## src/mbrot_pkg.sv

```systemverilog
// Shared types, constants and helper functions for the Mandelbrot escape-time block.
// Has no dependencies; every other file in src refers to it by scoped names.
package mbrot_pkg;

    localparam int LANE_COUNT     = 8;
    localparam int MAX_ITERATIONS = 256;
    localparam int ROW_LIMIT      = 1024;
    localparam int GROUP_LIMIT    = 128;

    localparam int OUT_LANES  = 8;
    localparam int ROW_IN_W   = 10;
    localparam int GRP_IN_W   = 7;
    localparam int OUT_CNT_W  = 8;
    localparam int IN_DATA_W  = 24;
    localparam int OUT_DATA_W = 88;
    localparam int OUT_PAD_W  = OUT_DATA_W - ROW_IN_W - GRP_IN_W - OUT_LANES * OUT_CNT_W;

    localparam int ROW_W   = $clog2(ROW_LIMIT + 1);
    localparam int GRP_W   = $clog2(GROUP_LIMIT + 1);
    localparam int COL_W   = GRP_W + 3;
    localparam int COUNT_W = $clog2(MAX_ITERATIONS + 1);
    localparam int BOUND_W = 31 + 24;

    localparam logic [OUT_CNT_W-1:0] COUNT_SAT = 8'hFF;

    localparam int CFG_IDX_W = 3;
    localparam logic [CFG_IDX_W-1:0] CFG_X_MIN        = 3'd0;
    localparam logic [CFG_IDX_W-1:0] CFG_X_STEP       = 3'd1;
    localparam logic [CFG_IDX_W-1:0] CFG_Y_MIN        = 3'd2;
    localparam logic [CFG_IDX_W-1:0] CFG_Y_STEP       = 3'd3;
    localparam logic [CFG_IDX_W-1:0] CFG_ESCAPE_LIMIT = 3'd4;

    localparam logic signed [63:0] S32_MAX = 64'sd2147483647;
    localparam logic signed [63:0] S32_MIN = -64'sd2147483648;

    typedef struct packed {
        logic cmul;
        logic cinit;
        logic mul;
        logic upd;
    } t_lane_ctrl;

    typedef logic [LANE_COUNT-1:0][COUNT_W-1:0] t_count_arr;
    typedef logic [OUT_LANES-1:0][OUT_CNT_W-1:0] t_out_arr;

    function automatic logic signed [31:0] sat32(input logic signed [63:0] v);
        logic signed [31:0] r;
        if (v > S32_MAX) begin
            r = 32'sh7fffffff;
        end else if (v < S32_MIN) begin
            r = 32'sh80000000;
        end else begin
            r = v[31:0];
        end
        return r;
    endfunction

endpackage

```

## src/mbrot_merge.sv

```systemverilog
// Merges the lane results: any-lane-live flag and the saturated 8-bit counts.
// Depends on mbrot_pkg.
module mbrot_merge (
    input  logic [mbrot_pkg::LANE_COUNT-1:0] i_live,
    input  mbrot_pkg::t_count_arr            i_count,
    output logic                             o_any,
    output mbrot_pkg::t_out_arr              o_counts
);

    assign o_any = |i_live;

    always_comb begin
        o_counts = '0;
        for (int l = 0; l < mbrot_pkg::LANE_COUNT; l++) begin
            if (i_count[l] >= mbrot_pkg::COUNT_W'(mbrot_pkg::MAX_ITERATIONS)) begin
                o_counts[l] = mbrot_pkg::COUNT_SAT;
            end else begin
                o_counts[l] = mbrot_pkg::OUT_CNT_W'(i_count[l]);
            end
        end
    end

endmodule

```

## config.mk

```make
export PLATFORM = sky130hd
export DESIGN_NAME = mbrot_merge
export DESIGN_NICKNAME = d
export VERILOG_FILES = /design/src/mbrot_pkg.sv /design/src/mbrot_merge.sv
export SDC_FILE = /design/constraint.sdc
export NUM_CORES = 1
export LEC_CHECK = 0
export BUFFER_PORTS_ARGS = -buffer_cell sky130_fd_sc_hd__buf_4
export CORE_MARGIN = 4
export CORE_UTILIZATION = 18
export DETAILED_ROUTE_END_ITERATION = 12
export PLACE_DENSITY = 0.84
export SLEW_MARGIN = 15
export SYNTH_ARGS = -nofsm -noshare
export SYNTH_HDL_FRONTEND = slang
export SYNTH_SLANG_ARGS = --single-unit
```

## constraint.sdc

```tcl
create_clock -name vclk -period 0.8
set_input_delay 0.16 -clock vclk [all_inputs]
set_output_delay 0.16 -clock vclk [all_outputs]
set_load 0.01 [all_outputs]
```

## Word level (Yosys, flattened, before mapping)

Index checks and enable logic that the tools add are counted.

- Reduce and logical (&&, ||, !) cells: 1
- Mux-type cells: 8
- Order comparisons: 8

Operators with widths:

| operator | number |
|---|---|
| $ge A9 B9 Y1 const B | 8 |
| $mux W8 | 8 |
| $reduce_or A8 Y1 | 1 |

- Logic and storage cells: 17
- Register bits: 0
- Output and inout port bits: 65

## Logic depth before layout (Yosys ltp)

- Word-level depth: 2
- Gate-level depth with buffers: 2

## Least setup slack after synthesis

No wires, ideal clock.

- Path type: in2out
- Start point: input i_live[1] (netlist bit)
- End point: output o_any
- Required time: 0.640 ns
- Buffers on the path: 0
- Arrival: 0.527 ns
- Stages: 2
- Slack: 0.113 ns
- Cells stage by stage: nor4_1 nand2_1

- Longest elaborated chain between the ends: 1

Ends and longest elaborated chain:

| element | RTL line | RTL |
|---|---|---|
| start, declared | mbrot_merge.sv:4 | `input logic [mbrot_pkg::LANE_COUNT-1:0] i_live,` |
| $reduce_or A8 Y1 | mbrot_merge.sv:10 | `assign o_any = \|i_live;` |
| end, declared | mbrot_merge.sv:6 | `output logic o_any,` |

No other way between the ends.

## Final worst setup path

- Start point: input i_live[2] (netlist bit)
- End point: output o_any

Same word-level chain as after synthesis.

==> results.toml <==
[synth]
yosysWarnings = 0
synth_top_cell_by_area = "or2_1"
synth.area.top_cells = "or2_1, or2_2, nor4_1"
synth_top_area_share_pct = 87.1
synth_fp_nets = 147
yosysUniqueCellTypes = 4
syn_area_um2 = 417
synth_cells = 67
synth.top_cells.by_count = "or2_1, or2_2, nor4_1"
syn_area_per_cell_um2 = 6.22
synth_most_common_cell = "or2_1"
ys_seq_area_share_pct = 0

[setup_path]
cpLargestDelayFamily = "simple AND/OR/NAND/NOR gates"
crit_type = "in -> out"
path_max_fanout = 1
start_kind = "input pin"
path_cells = "buf_6 > nor4_4 > nand2_1 > buf_6"
worst_ep_required_time_ps = 640
endpoint_kind = "output port"
arrival_ps = 740
slowest_delay_ps = 250
cp_common_cell = "buf_6"
slowest_stage = "nor4_4"
path_buf_inv = 2

[route]
via_count = 1023
viasPerCell = 4.26
dr.pass1.iters = 2
drt-initial-drc-count = 25
ant_nets = 0
drt_wl_total_um = 3870
remaining_drc_errors = 0
wl_per_cell_um = 16.1

[pwr]
p_seq_share_pct = 0
combPwrFrac_pct = 100.0
power_density_nw_per_um2 = 526
leakagePower_nw = 0.923
internal_power_mw = 0.662
clkPwrFrac_pct = 0
swShare_pct = 33.0
switchingPower_mw = 0.325
ir_worst_vdd_v = 0.000347

[floorplanning]
die_area_um2 = 3150
core_area_um2 = 2210
num_rows = 17
die_w_um = 56.1
start_util_pct = 18.8
dieHeight_um = 56.1
ioPinCount = 145

[timing]
finalSetupViolCount = 1
holdWs_ps = 580
setup_ws_ps = -95.3
max_slew_margin_pct = 87.4
rsz0062_at_grt = "true"
max_freq_mhz = 1120
fin_crit_sh_pct = 112
finalHoldViolCount = 0
fin_crit_ps = 895
worstMarginPinSlew_ps = 188
final-max-slew-violation-count = 0

[place]
dp_hpwl_um = 2950
portBuffers = 145
place_area_um2 = 1540
globalplace.congestion = 0.787

[clocking]
holdBufCountCts = 0
cts_setup_buffers = 0

[min_path]
hold_path_class = "in -> out"

[finish]
design_area_um2 = 1880
area_delta_synth_final_pct = 350
drive_gt1_share_pct = 74.5
seq_cells = 0
clock_buffers = 0
ff_latch_area_um2 = 0
insertedDiodeCount = 0
nets = 294

[grt]
antenna_found_initial = 0
overflow = 0
grt_pass1_wl_um = 5290
grt.total_usage_pct = 20.6
grt_pass1_vias = 1073
grt_max_degree = 9

[status]
status = "finished with violations"
violations = "setup timing"

[flow_run]
max_cap_violations = 0
-- per-stage QoR --
stage / instances / util, % / worst slack, ps / power [mW] / TNS, ps
after floorplan: 67 / - / 113 / 0.216 / 0
after global placement: 240 / 69.6 / -108 / 0.779 / -943
after detailed placement: 240 / 69.6 / -158 / 0.796 / -1530
after CTS: 240 / 79.0 / -97.7 / 0.908 / -97.7
after global routing: 240 / 84.8 / -124 / 1.04 / -173
final: 240 / 84.8 / -95.3 / 0.987 / -95.3
-- kinds of logic after synthesis --
logic type / Yosys count / share of synthesized area, %
AND/OR/NAND/NOR: 67 / 100
-- repair_timing --
item	in CTS	in global routing
endpoints found under the setup margin	65	48
resized for setup	53	36
pin swaps	29	21
-- worst paths after layout --
path	endpoint	from	slack, ps	cells after the start
worst min-delay path	o_counts[1]	i_count[1]	580	3
worst max-delay path	o_any	i_live[2]	-100	4
-- power groups by stage --
stage / Sequential [mW] / Combinational [mW] / Clock (mW)
finish: 0 / 0.987 / 0
global route: 0 / 1.04 / 0
CTS: 0 / 0.908 / 0
detailed placement: 0 / 0.796 / 0
global placement: 0 / 0.779 / 0
floorplan: 0 / 0.216 / 0
-- placed cells by master (no fill, tap or decap) --
cell type	Yosys	routed
buf_4	0	74
nor4_4	0	2
buf_6	0	68
buf_8	0	3
or2_4	0	11
nand2_1	1	1
or2_1	58	53
-- layer usage --
| metal | share of wire, % | GRT usage, % | routed length, um |
|---|---|---|---|
| met1 | 30 | 19.5 | 1170 |
| met2 | 58 | 45.4 | 2260 |
| met3 | 11 | 4.87 | 417 |
| met4 | 0.54 | 0 | 21 |
| met5 | 0 | 0 | 0 |
-- cell type report --
| cell class | count | area [um2] |
|---|---|---|
| fillers | 129 | 337 |
| multi-input cells | 67 | 474 |
| well taps | 28 | 35.0 |
| repair buffers | 145 | 1370 |
No activity file was read; power rests on OpenSTA's default activity.
